**src/rtl/pptq_pkg.sv**
```systemverilog
// Shared types and codes for the preemptive priority task queue.
// No dependencies; used by the top level, the RAM wrapper users and the checker.

package pptq_pkg;

   // field widths
   localparam int unsigned PRIO_W   = 14;
   localparam int unsigned HANDLE_W = 16;
   localparam int unsigned ARG_W    = 32;
   localparam int unsigned STATUS_W = 3;
   localparam int unsigned TYPE_W   = 2;
   localparam int unsigned COUNT_W  = 5;

   // stream payload widths, padded to whole bytes
   localparam int unsigned REQ_DATA_W = 64;
   localparam int unsigned RSP_DATA_W = 88;

   // reset value of the idle level register
   localparam logic [PRIO_W-1:0] IDLE_LEVEL_RESET = 14'd9999;

   // request kinds
   localparam logic [TYPE_W-1:0] REQ_ADD      = 2'd0;
   localparam logic [TYPE_W-1:0] REQ_DISPATCH = 2'd1;
   localparam logic [TYPE_W-1:0] REQ_COMPLETE = 2'd2;

   // response status codes
   localparam logic [STATUS_W-1:0] ST_ADDED      = 3'd0;
   localparam logic [STATUS_W-1:0] ST_DISPATCHED = 3'd1;
   localparam logic [STATUS_W-1:0] ST_NONE       = 3'd2;
   localparam logic [STATUS_W-1:0] ST_QUEUE_FULL = 3'd3;
   localparam logic [STATUS_W-1:0] ST_UNDERFLOW  = 3'd4;
   localparam logic [STATUS_W-1:0] ST_NEST_FULL  = 3'd5;

   // one waiting task as stored in the queue memory
   typedef struct packed {
      logic [PRIO_W-1:0]   prio;
      logic [HANDLE_W-1:0] handle;
      logic [ARG_W-1:0]    arg;
   } entry_type;

endpackage

```
**src/rtl/preemptive_priority_task_queue_unit.sv**
```systemverilog
// Top level of the preemptive priority task queue: sorted task ring in RAM,
// nesting stack in RAM, sequencer and response register.
// Depends on pptq_pkg and pptq_ram.
//
//  channel | dir | handshake            | payload
//  --------+-----+----------------------+--------------------------------------
//  req     | in  | req_tvalid/tready    | tuser kind, tdata priority/handle/arg
//  rsp     | out | rsp_tvalid/tready    | tuser status, tdata task/level/count
//  csr     | in  | csr_valid/csr_ready  | csr_wdata idle level
//
//  An add walks the ring from the tail and moves each waiting task of larger
//  priority up by one place, with one read and one write of the queue RAM
//  per cycle. Dispatch and complete do one RAM read and then one update;
//  other requests go straight to the response.
//  Reset is synchronous; both RAMs need no clearing and are ready at once.
//  A new request beat is taken while the previous response still waits; the
//  sequencer stalls in its final cycle until the response register frees.
//  An idle level write is taken only while the sequencer is idle and holds off
//  a request beat in that cycle.

module preemptive_priority_task_queue_unit #(
   parameter int unsigned QUEUE_DEPTH = 16,
   parameter int unsigned NEST_DEPTH  = 16
) (
   input  logic                               clock,
   input  logic                               reset,
   // request: tdata = {arg[61:30], handle[29:14], priority[13:0]}, zero pad
   input  logic                               req_tvalid,
   output logic                               req_tready,
   input  logic [pptq_pkg::REQ_DATA_W-1:0]    req_tdata,
   // request: tuser = req_type[1:0]
   input  logic [pptq_pkg::TYPE_W-1:0]        req_tuser,
   // response: tdata = {queued_count[80:76], running_level[75:62],
   //   out_priority[61:48], out_argument[47:16], out_handle[15:0]}, zero pad
   output logic                               rsp_tvalid,
   input  logic                               rsp_tready,
   output logic [pptq_pkg::RSP_DATA_W-1:0]    rsp_tdata,
   // response: tuser = status[2:0]
   output logic [pptq_pkg::STATUS_W-1:0]      rsp_tuser,
   // idle level register write
   input  logic                               csr_valid,
   output logic                               csr_ready,
   input  logic [pptq_pkg::PRIO_W-1:0]        csr_wdata
);

   localparam int unsigned QA  = $clog2(QUEUE_DEPTH);
   localparam int unsigned CW  = $clog2(QUEUE_DEPTH + 1);
   localparam int unsigned SAW = (NEST_DEPTH > 1) ? $clog2(NEST_DEPTH) : 1;
   localparam int unsigned NW  = $clog2(NEST_DEPTH + 1);
   localparam int unsigned EW  = $bits(pptq_pkg::entry_type);
   localparam int unsigned PW  = pptq_pkg::PRIO_W;

   // sequencer states
   localparam logic [2:0] S_IDLE = 3'd0;
   localparam logic [2:0] S_INS  = 3'd1;
   localparam logic [2:0] S_FIN  = 3'd2;
   localparam logic [2:0] S_HEAD = 3'd3;
   localparam logic [2:0] S_POP  = 3'd4;
   localparam logic [2:0] S_DONE = 3'd5;

   logic [2:0]                           state_ff, state_in;
   logic [QA-1:0]                        head_ff, head_in;
   logic [CW-1:0]                        count_ff, count_in;
   logic [QA-1:0]                        pos_ff, pos_in;
   logic [NW-1:0]                        depth_ff, depth_in;
   logic [PW-1:0]                        running_ff, running_in;
   logic [PW-1:0]                        idle_ff, idle_in;
   pptq_pkg::entry_type                  task_ff, task_in;
   pptq_pkg::entry_type                  out_task_ff, out_task_in;
   logic [pptq_pkg::STATUS_W-1:0]        status_ff, status_in;
   logic                                 rsp_valid_ff, rsp_valid_in;
   logic [pptq_pkg::STATUS_W-1:0]        rsp_status_ff, rsp_status_in;
   logic [pptq_pkg::RSP_DATA_W-1:0]      rsp_data_ff, rsp_data_in;

   // memory ports
   logic                q_we, q_re;
   logic [QA-1:0]       q_waddr, q_raddr;
   pptq_pkg::entry_type q_wdata, q_rdata;
   logic                s_we, s_re;
   logic [SAW-1:0]      s_waddr, s_raddr;
   logic [PW-1:0]       s_wdata, s_rdata;

   logic                req_beat, csr_beat, rsp_free;
   logic [CW-1:0]       count_m1;
   logic [NW-1:0]       depth_m1;
   logic [QA-1:0]       pos_m1, pos_m2;
   logic [CW+4:0]       count_wide;
   pptq_pkg::entry_type req_task;

   // logical ring position to physical address
   function automatic logic [QA-1:0] phys(input logic [QA-1:0] base,
                                          input logic [QA-1:0] lpos);
      logic [QA:0] sum;
      sum = {1'b0, base} + {1'b0, lpos};
      if (sum >= (QA+1)'(QUEUE_DEPTH)) begin
         sum = sum - (QA+1)'(QUEUE_DEPTH);
      end
      return sum[QA-1:0];
   endfunction

   // idle level write wins the idle cycle over a request beat
   assign req_tready = (state_ff == S_IDLE) && !csr_valid;
   assign csr_ready  = (state_ff == S_IDLE);
   assign req_beat   = req_tvalid && req_tready;
   assign csr_beat   = csr_valid && csr_ready;
   assign rsp_free   = !rsp_valid_ff || rsp_tready;

   assign count_m1   = count_ff - CW'(1);
   assign depth_m1   = depth_ff - NW'(1);
   assign pos_m1     = pos_ff - QA'(1);
   assign pos_m2     = pos_ff - QA'(2);
   assign count_wide = {5'b0, count_ff};

   // unpack request beat
   assign req_task.prio   = req_tdata[13:0];
   assign req_task.handle = req_tdata[29:14];
   assign req_task.arg    = req_tdata[61:30];

   // sequencer and state update
   always_comb begin
      state_in      = state_ff;
      head_in       = head_ff;
      count_in      = count_ff;
      pos_in        = pos_ff;
      depth_in      = depth_ff;
      running_in    = running_ff;
      idle_in       = idle_ff;
      task_in       = task_ff;
      out_task_in   = out_task_ff;
      status_in     = status_ff;
      rsp_valid_in  = rsp_valid_ff && !rsp_tready;
      rsp_status_in = rsp_status_ff;
      rsp_data_in   = rsp_data_ff;

      q_we    = 1'b0;
      q_waddr = phys(head_ff, pos_ff);
      q_wdata = task_ff;
      q_re    = 1'b0;
      q_raddr = phys(head_ff, count_m1[QA-1:0]);
      s_we    = 1'b0;
      s_waddr = depth_ff[SAW-1:0];
      s_wdata = running_ff;
      s_re    = 1'b0;
      s_raddr = depth_m1[SAW-1:0];

      case (state_ff)
         S_IDLE: begin
            if (req_beat) begin
               task_in     = req_task;
               out_task_in = '0;
               case (req_tuser)
                  pptq_pkg::REQ_ADD: begin
                     if (count_ff == CW'(QUEUE_DEPTH)) begin
                        status_in = pptq_pkg::ST_QUEUE_FULL;
                        state_in  = S_DONE;
                     end else if (count_ff == '0) begin
                        pos_in   = '0;
                        state_in = S_FIN;
                     end else begin
                        // start the walk at the tail entry
                        q_re     = 1'b1;
                        pos_in   = count_ff[QA-1:0];
                        state_in = S_INS;
                     end
                  end
                  pptq_pkg::REQ_DISPATCH: begin
                     if (count_ff == '0) begin
                        status_in = pptq_pkg::ST_NONE;
                        state_in  = S_DONE;
                     end else begin
                        q_re     = 1'b1;
                        q_raddr  = head_ff;
                        state_in = S_HEAD;
                     end
                  end
                  pptq_pkg::REQ_COMPLETE: begin
                     if (depth_ff == '0) begin
                        status_in = pptq_pkg::ST_UNDERFLOW;
                        state_in  = S_DONE;
                     end else begin
                        s_re     = 1'b1;
                        state_in = S_POP;
                     end
                  end
                  default: begin
                     status_in = pptq_pkg::ST_NONE;
                     state_in  = S_DONE;
                  end
               endcase
            end
         end
         S_INS: begin
            // read data is the entry just below the hole at pos
            if (q_rdata.prio > task_ff.prio) begin
               q_we    = 1'b1;
               q_wdata = q_rdata;
               pos_in  = pos_m1;
               if (pos_m1 == '0) begin
                  state_in = S_FIN;
               end else begin
                  q_re    = 1'b1;
                  q_raddr = phys(head_ff, pos_m2);
               end
            end else begin
               q_we      = 1'b1;
               count_in  = count_ff + CW'(1);
               status_in = pptq_pkg::ST_ADDED;
               state_in  = S_DONE;
            end
         end
         S_FIN: begin
            q_we      = 1'b1;
            count_in  = count_ff + CW'(1);
            status_in = pptq_pkg::ST_ADDED;
            state_in  = S_DONE;
         end
         S_HEAD: begin
            if (q_rdata.prio >= running_ff) begin
               status_in = pptq_pkg::ST_NONE;
            end else if (depth_ff >= NW'(NEST_DEPTH)) begin
               status_in = pptq_pkg::ST_NEST_FULL;
            end else begin
               // pop the head and push the running level
               s_we        = 1'b1;
               depth_in    = depth_ff + NW'(1);
               head_in     = (head_ff == QA'(QUEUE_DEPTH - 1)) ? '0 : head_ff + QA'(1);
               count_in    = count_m1;
               running_in  = q_rdata.prio;
               out_task_in = q_rdata;
               status_in   = pptq_pkg::ST_DISPATCHED;
            end
            state_in = S_DONE;
         end
         S_POP: begin
            depth_in   = depth_m1;
            running_in = s_rdata;
            status_in  = pptq_pkg::ST_NONE;
            state_in   = S_DONE;
         end
         S_DONE: begin
            if (rsp_free) begin
               rsp_valid_in  = 1'b1;
               rsp_status_in = status_ff;
               rsp_data_in   = {7'b0, count_wide[4:0], running_ff, out_task_ff.prio,
                                out_task_ff.arg, out_task_ff.handle};
               state_in      = S_IDLE;
            end
         end
         default: begin
            state_in = S_IDLE;
         end
      endcase

      // idle level write, only taken while no request is in flight
      if (csr_beat) begin
         idle_in = csr_wdata;
         if (depth_ff == '0) begin
            running_in = csr_wdata;
         end
      end
   end

   // control registers
   always_ff @(posedge clock) begin
      if (reset) begin
         state_ff     <= S_IDLE;
         head_ff      <= '0;
         count_ff     <= '0;
         depth_ff     <= '0;
         running_ff   <= pptq_pkg::IDLE_LEVEL_RESET;
         idle_ff      <= pptq_pkg::IDLE_LEVEL_RESET;
         rsp_valid_ff <= 1'b0;
      end else begin
         state_ff     <= state_in;
         head_ff      <= head_in;
         count_ff     <= count_in;
         depth_ff     <= depth_in;
         running_ff   <= running_in;
         idle_ff      <= idle_in;
         rsp_valid_ff <= rsp_valid_in;
      end
   end

   // payload registers
   always_ff @(posedge clock) begin
      pos_ff        <= pos_in;
      task_ff       <= task_in;
      out_task_ff   <= out_task_in;
      status_ff     <= status_in;
      rsp_status_ff <= rsp_status_in;
      rsp_data_ff   <= rsp_data_in;
   end

   // sorted ring of waiting tasks
   pptq_ram #(
      .WIDTH (EW),
      .DEPTH (QUEUE_DEPTH)
   ) u_queue_ram (
      .clock   (clock),
      .wr_en   (q_we),
      .wr_addr (q_waddr),
      .wr_data (q_wdata),
      .rd_en   (q_re),
      .rd_addr (q_raddr),
      .rd_data (q_rdata)
   );

   // saved running levels
   pptq_ram #(
      .WIDTH (PW),
      .DEPTH (NEST_DEPTH)
   ) u_nest_ram (
      .clock   (clock),
      .wr_en   (s_we),
      .wr_addr (s_waddr),
      .wr_data (s_wdata),
      .rd_en   (s_re),
      .rd_addr (s_raddr),
      .rd_data (s_rdata)
   );

   assign rsp_tvalid = rsp_valid_ff;
   assign rsp_tdata  = rsp_data_ff;
   assign rsp_tuser  = rsp_status_ff;

endmodule

```
**src/rtl/pptq_ram.sv**
```systemverilog
// Generic single-write, single-read RAM with registered read data.
// No dependencies.

module pptq_ram #(
   parameter int unsigned WIDTH = 8,
   parameter int unsigned DEPTH = 16,
   localparam int unsigned AW = (DEPTH > 1) ? $clog2(DEPTH) : 1
) (
   input  logic             clock,
   input  logic             wr_en,
   input  logic [AW-1:0]    wr_addr,
   input  logic [WIDTH-1:0] wr_data,
   input  logic             rd_en,
   input  logic [AW-1:0]    rd_addr,
   output logic [WIDTH-1:0] rd_data
);

   logic [WIDTH-1:0] mem_ff [DEPTH];
   logic [WIDTH-1:0] rd_data_ff;

   // write port
   always_ff @(posedge clock) begin
      if (wr_en) begin
         mem_ff[wr_addr] <= wr_data;
      end
   end

   // read port, data holds while no read is issued
   always_ff @(posedge clock) begin
      if (rd_en) begin
         rd_data_ff <= mem_ff[rd_addr];
      end
   end

   assign rd_data = rd_data_ff;

endmodule

```
**config.mk**
```make
export PLATFORM = sky130hd
export DESIGN_NAME = preemptive_priority_task_queue_unit
export DESIGN_NICKNAME = d
export VERILOG_FILES = /design/src/rtl/pptq_pkg.sv /design/src/rtl/preemptive_priority_task_queue_unit.sv /design/src/rtl/pptq_ram.sv
export SDC_FILE = /design/constraint.sdc
export NUM_CORES = 2
export LEC_CHECK = 0
export BUFFER_PORTS_ARGS = -buffer_cell sky130_fd_sc_hd__buf_2
export CAP_MARGIN = 10
export CORE_ASPECT_RATIO = 0.9
export CORE_UTILIZATION = 60
export CTS_BUF_LIST = sky130_fd_sc_hd__clkbuf_4 sky130_fd_sc_hd__clkbuf_8
export CTS_CLUSTER_DIAMETER = 100
export DETAILED_ROUTE_END_ITERATION = 8
export HOLD_SLACK_MARGIN = 0.12
export PLACE_DENSITY = 0.77
export SYNTH_ARGS = -nofsm -noshare
export SYNTH_HDL_FRONTEND = slang
export SYNTH_SLANG_ARGS = --single-unit
```
**constraint.sdc**
```tcl
create_clock -name clock -period 15.7 [get_ports clock]
set_clock_uncertainty 0.1 [all_clocks]
set_input_delay 1.57 -clock clock [delete_from_list [all_inputs] [get_ports clock]]
set_output_delay 1.57 -clock clock [all_outputs]
set_load 0.02 [all_outputs]
```
==> flow_metrics.py <==
metrics = {
    "synth": {
        "synthDominantAreaCellType": "sky130_fd_sc_hd__edfxtp_1",
        "synthMuxAreaShare": 0.1265,
        "synth_top_family_by_area": "multiplexers",
        "synth_enable_flop_cells": 1507,
        "ys_ff_latch": 1539,
        "yosysWarnings": 0,
        "combined_area_of_all_synthesized_cells_mm2": 0.05939,
        "synthSimpleGateAreaFrac": 0.03150,
        "synth_xor_area_frac": 0.003245,
        "synth_cells": 2998,
        "postSynth.asyncResetShare": 0,
        "synthAdderAreaFrac": 0.01112,
        "post_synth_num_cell_types": 60,
        "yosysSeqAreaShare": 0.7728,
        "synth_largest_type_area_fraction": 0.7620,
        "synth_top_cells_by_area": "sky130_fd_sc_hd__edfxtp_1 76%, sky130_fd_sc_hd__mux4_2 7.4%, sky130_fd_sc_hd__mux2i_1 4.3%, sky130_fd_sc_hd__o22ai_1 1.3%, sky130_fd_sc_hd__dfxtp_1 1.1%",
        "synth_flop_cell": "sky130_fd_sc_hd__edfxtp_1",
        "syn-mean-instance-area_um2": 19.81,
        "synth_compound_area_frac": 0.03832,
    },
    "cts": {
        "clock_tree_from_tritoncts": "built",
        "postCtsSetupRepairBufs": 0,
        "htree_levels": 4,
        "num_cts_buffers": 225,
        "cts.path.max_buffers": 3,
        "clock-sinks": 1539,
        "cts_root_buffer": "sky130_fd_sc_hd__clkbuf_8",
        "cts-resized-gates": 0,
        "clkLatencyLatePin_ns": 0.92,
        "cts.hold.buffers_added": 0,
        "clkTransAtPathRegs_ns": 0.06,
    },
    "run_status": {
        "run_status": "completed",
    },
    "worst_setup_path": {
        "timing.critical_path.arrival_ns": 7.13,
        "r2r-start": "u_queue_ram.rd_data[60]",
        "required_ns": 16.24,
        "reg2reg_to": "u_queue_ram.rd_data[52]",
        "crit_path_max_fanout": 127,
        "setup.worst_path.start_class": "register",
        "regToRegSetupSlack_ns": 9.11,
        "path_class": "register to register",
        "timing.critical_path.to_type": "register",
        "timing.reg2reg.worst_path_depth": 12,
    },
    "routing": {
        "detailroute.via_count": 30500,
        "final_antenna_net_count": 0,
        "finalWirelength_um": 134700,
        "route.detailed.drc": 0,
        "drt_pre_antenna_iters": 6,
        "detail_route.iter0.violations": 3383,
        "detail_route.wl_per_cell_um": 28.29,
        "via_per_inst": 6.404,
    },
    "place": {
        "dpl.hpwl_um": 70980,
        "placer_congestion_estimate": 0.8920,
        "post-place-cells": 4350,
        "placedInstanceArea_mm2": 0.06176,
        "port-buffer-count": 169,
    },
    "power": {
        "power_density_mw_per_mm2": 192.2,
        "total_leakage_power_nw": 21.92,
        "power.total_w": 0.01274,
        "vdd_drop_max_mv": 0.2199,
    },
    "timing": {
        "finalCritPeriodShare": 0.4195,
        "final_hold_viol_count": 0,
        "final.min_clock_period_ns": 6.586,
        "drv_slew": 0,
        "timing.slew.headroom": 0.1362,
        "timing.fmax_ghz": 0.1518,
        "worst_slew_pin_slew_ns": 1.290,
        "setup-violations-final": 0,
        "setup_tns_ns": 0,
        "unrepaired_setup_endpoints_after_global_routing": "no",
    },
    "global_routing": {
        "grt_pass1_vias": 30940,
        "pin_count_of_the_biggest_net_entering_global_routing": 128,
        "antenna_found_initial": 4,
        "track_usage": 0.2706,
        "gr-total-overflow": 0,
        "grt_pass1_wl_um": 196100,
    },
    "layout": {
        "commonest_cells_after_routing_fill_and_taps_aside": "1507 x sky130_fd_sc_hd__edfxtp_1, 253 x sky130_fd_sc_hd__mux2i_1, 226 x sky130_fd_sc_hd__clkbuf_8, 194 x sky130_fd_sc_hd__mux4_2, 170 x sky130_fd_sc_hd__buf_2",
        "fraction_of_layout_cells_with_a_size_suffix_above_1": 0.2522,
        "most_frequent_standard_cell_in_the_layout_excluding_fill_and_tap_cells": "sky130_fd_sc_hd__edfxtp_1",
        "layout.cells.non_filler": 4762,
        "area.growth.synth_to_final_pct": 11.58,
        "stdcell_area_mm2": 0.06626,
        "nNetsFinal": 3438,
        "fin_util": 0.6748,
    },
    "die": {
        "initial_core_util": 0.6048,
        "die_w_um": 333.6,
        "num_rows": 109,
        "fp.coreArea_mm2": 0.09819,
        "design.die.area_mm2": 0.1002,
        "design.portCount": 179,
        "dieHeight_um": 300.5,
    },
    "min_path": {
        "timing.hold.worst.class": "register to register",
        "min_path_cells": 0,
        "hold_path_startpoint": "out_task_ff[21]",
        "worstHoldEndpoint": "rsp_tdata[37]",
    },
    "flow_run": {
        "timing.max_cap.violations": 0,
    },
}
## report_power, final
part	switching, W	internal (W)
registers	0.000250	0.00527
clock network	0.00152	0.00167
logic	0.00234	0.00168
total	0.00412	0.00862
## critical path: stages (launching register included)
cell and delay (ns):
sky130_fd_sc_hd__edfxtp_1 0.59, sky130_fd_sc_hd__ha_1 0.42, sky130_fd_sc_hd__a21oi_1 0.18, sky130_fd_sc_hd__nand2_1 0.08
sky130_fd_sc_hd__a221oi_1 0.58, sky130_fd_sc_hd__a21oi_1 0.35, sky130_fd_sc_hd__a221oi_1 0.37, sky130_fd_sc_hd__or3_4 0.63
sky130_fd_sc_hd__buf_12 0.76, sky130_fd_sc_hd__buf_12 0.63, sky130_fd_sc_hd__mux4_2 0.60, sky130_fd_sc_hd__a22o_1 0.25
sky130_fd_sc_hd__or3_1 0.32
## worst max-delay path by stage
stage | from | end | slack [ns] | depth (start not counted)
6_report | u_queue_ram.rd_data[60] | u_queue_ram.rd_data[52] | 9.11 | 12
4_1_cts | u_queue_ram.rd_data[60] | u_queue_ram.rd_data[19] | 9.27 | 12
2_1_floorplan | running_ff[0] | out_task_ff[0] | 8.25 | 9
3_3_place_gp | req_tuser[1] | u_queue_ram.rd_data[52] | 8.98 | 10
3_5_place_dp | req_tuser[1] | u_queue_ram.rd_data[19] | 8.90 | 10
5_1_grt | u_queue_ram.rd_data[60] | u_queue_ram.rd_data[19] | 8.89 | 12
## cells by family (layout without fill, tap and decap cells)
family                   after synthesis  count (layout)
XOR/XNOR                              22              22
buffers and inverters                204             685
multiplexers                         501             501
AO/OA/AOI/OAI                        334             334
other                                  1               8
flip-flops                          1539            1539
adder cells (fa/ha/maj)               51              51
AND/OR/NAND/NOR                      346             346
## through the flow
stage	hold WS [ns]	setup slack (ns)
after floorplan	0.3003	8.252
after global placement	0.3009	8.980
after detailed placement	0.3045	8.900
after CTS	0.2754	9.270
after global routing	0.2858	8.892
final	0.2834	9.114
## cell type report
cell class                 instances  area [um2]
antenna                            1       2.502
clock buffer                     307        3719
clock inverter                   103       780.7
fill                            6064       31930
inverter                          46       173.9
multi-input combinational       1261       12770
sequential                      1539       45900
tap                             1276        1597
timing repair buffer             229        1319
## Yosys cell counts, types with 32 or more instances
cell type,instances
sky130_fd_sc_hd__o21ai_0,35
sky130_fd_sc_hd__mux4_2,194
sky130_fd_sc_hd__a22o_1,58
sky130_fd_sc_hd__inv_1,46
sky130_fd_sc_hd__nor2_1,60
sky130_fd_sc_hd__edfxtp_1,1507
sky130_fd_sc_hd__dfxtp_1,32
sky130_fd_sc_hd__nand2_1,64
sky130_fd_sc_hd__o22ai_1,120
sky130_fd_sc_hd__a21oi_1,44
sky130_fd_sc_hd__and2_1,64
sky130_fd_sc_hd__ha_1,48
sky130_fd_sc_hd__mux2i_1,253
sky130_fd_sc_hd__or3_1,62
sky130_fd_sc_hd__clkbuf_1,94
sky130_fd_sc_hd__mux2_2,54
## sequential cells by signal (all words and copies together), names as in the netlist
signal	cells
u_queue_ram.mem_ff	992
u_nest_ram.mem_ff	224
rsp_tdata	81
out_task_ff	62
task_ff	62
u_queue_ram.rd_data	62
running_ff	14
u_nest_ram.rd_data	14
count_ff	5
depth_ff	5
head_ff	4
pos_ff	4
rsp_tuser	3
state_ff	3
status_ff	3
rsp_tvalid	1
## routing by layer
metal  vias up  global-route usage  wire length, um
met5         -                   0               13
met1     15580              0.3808            53020
met3       275             0.05777            13680
met4         2             0.09085             3492
li1      12830                   -                -
met2      1808              0.4277            64530
No activity file was read; power rests on OpenSTA's default activity.
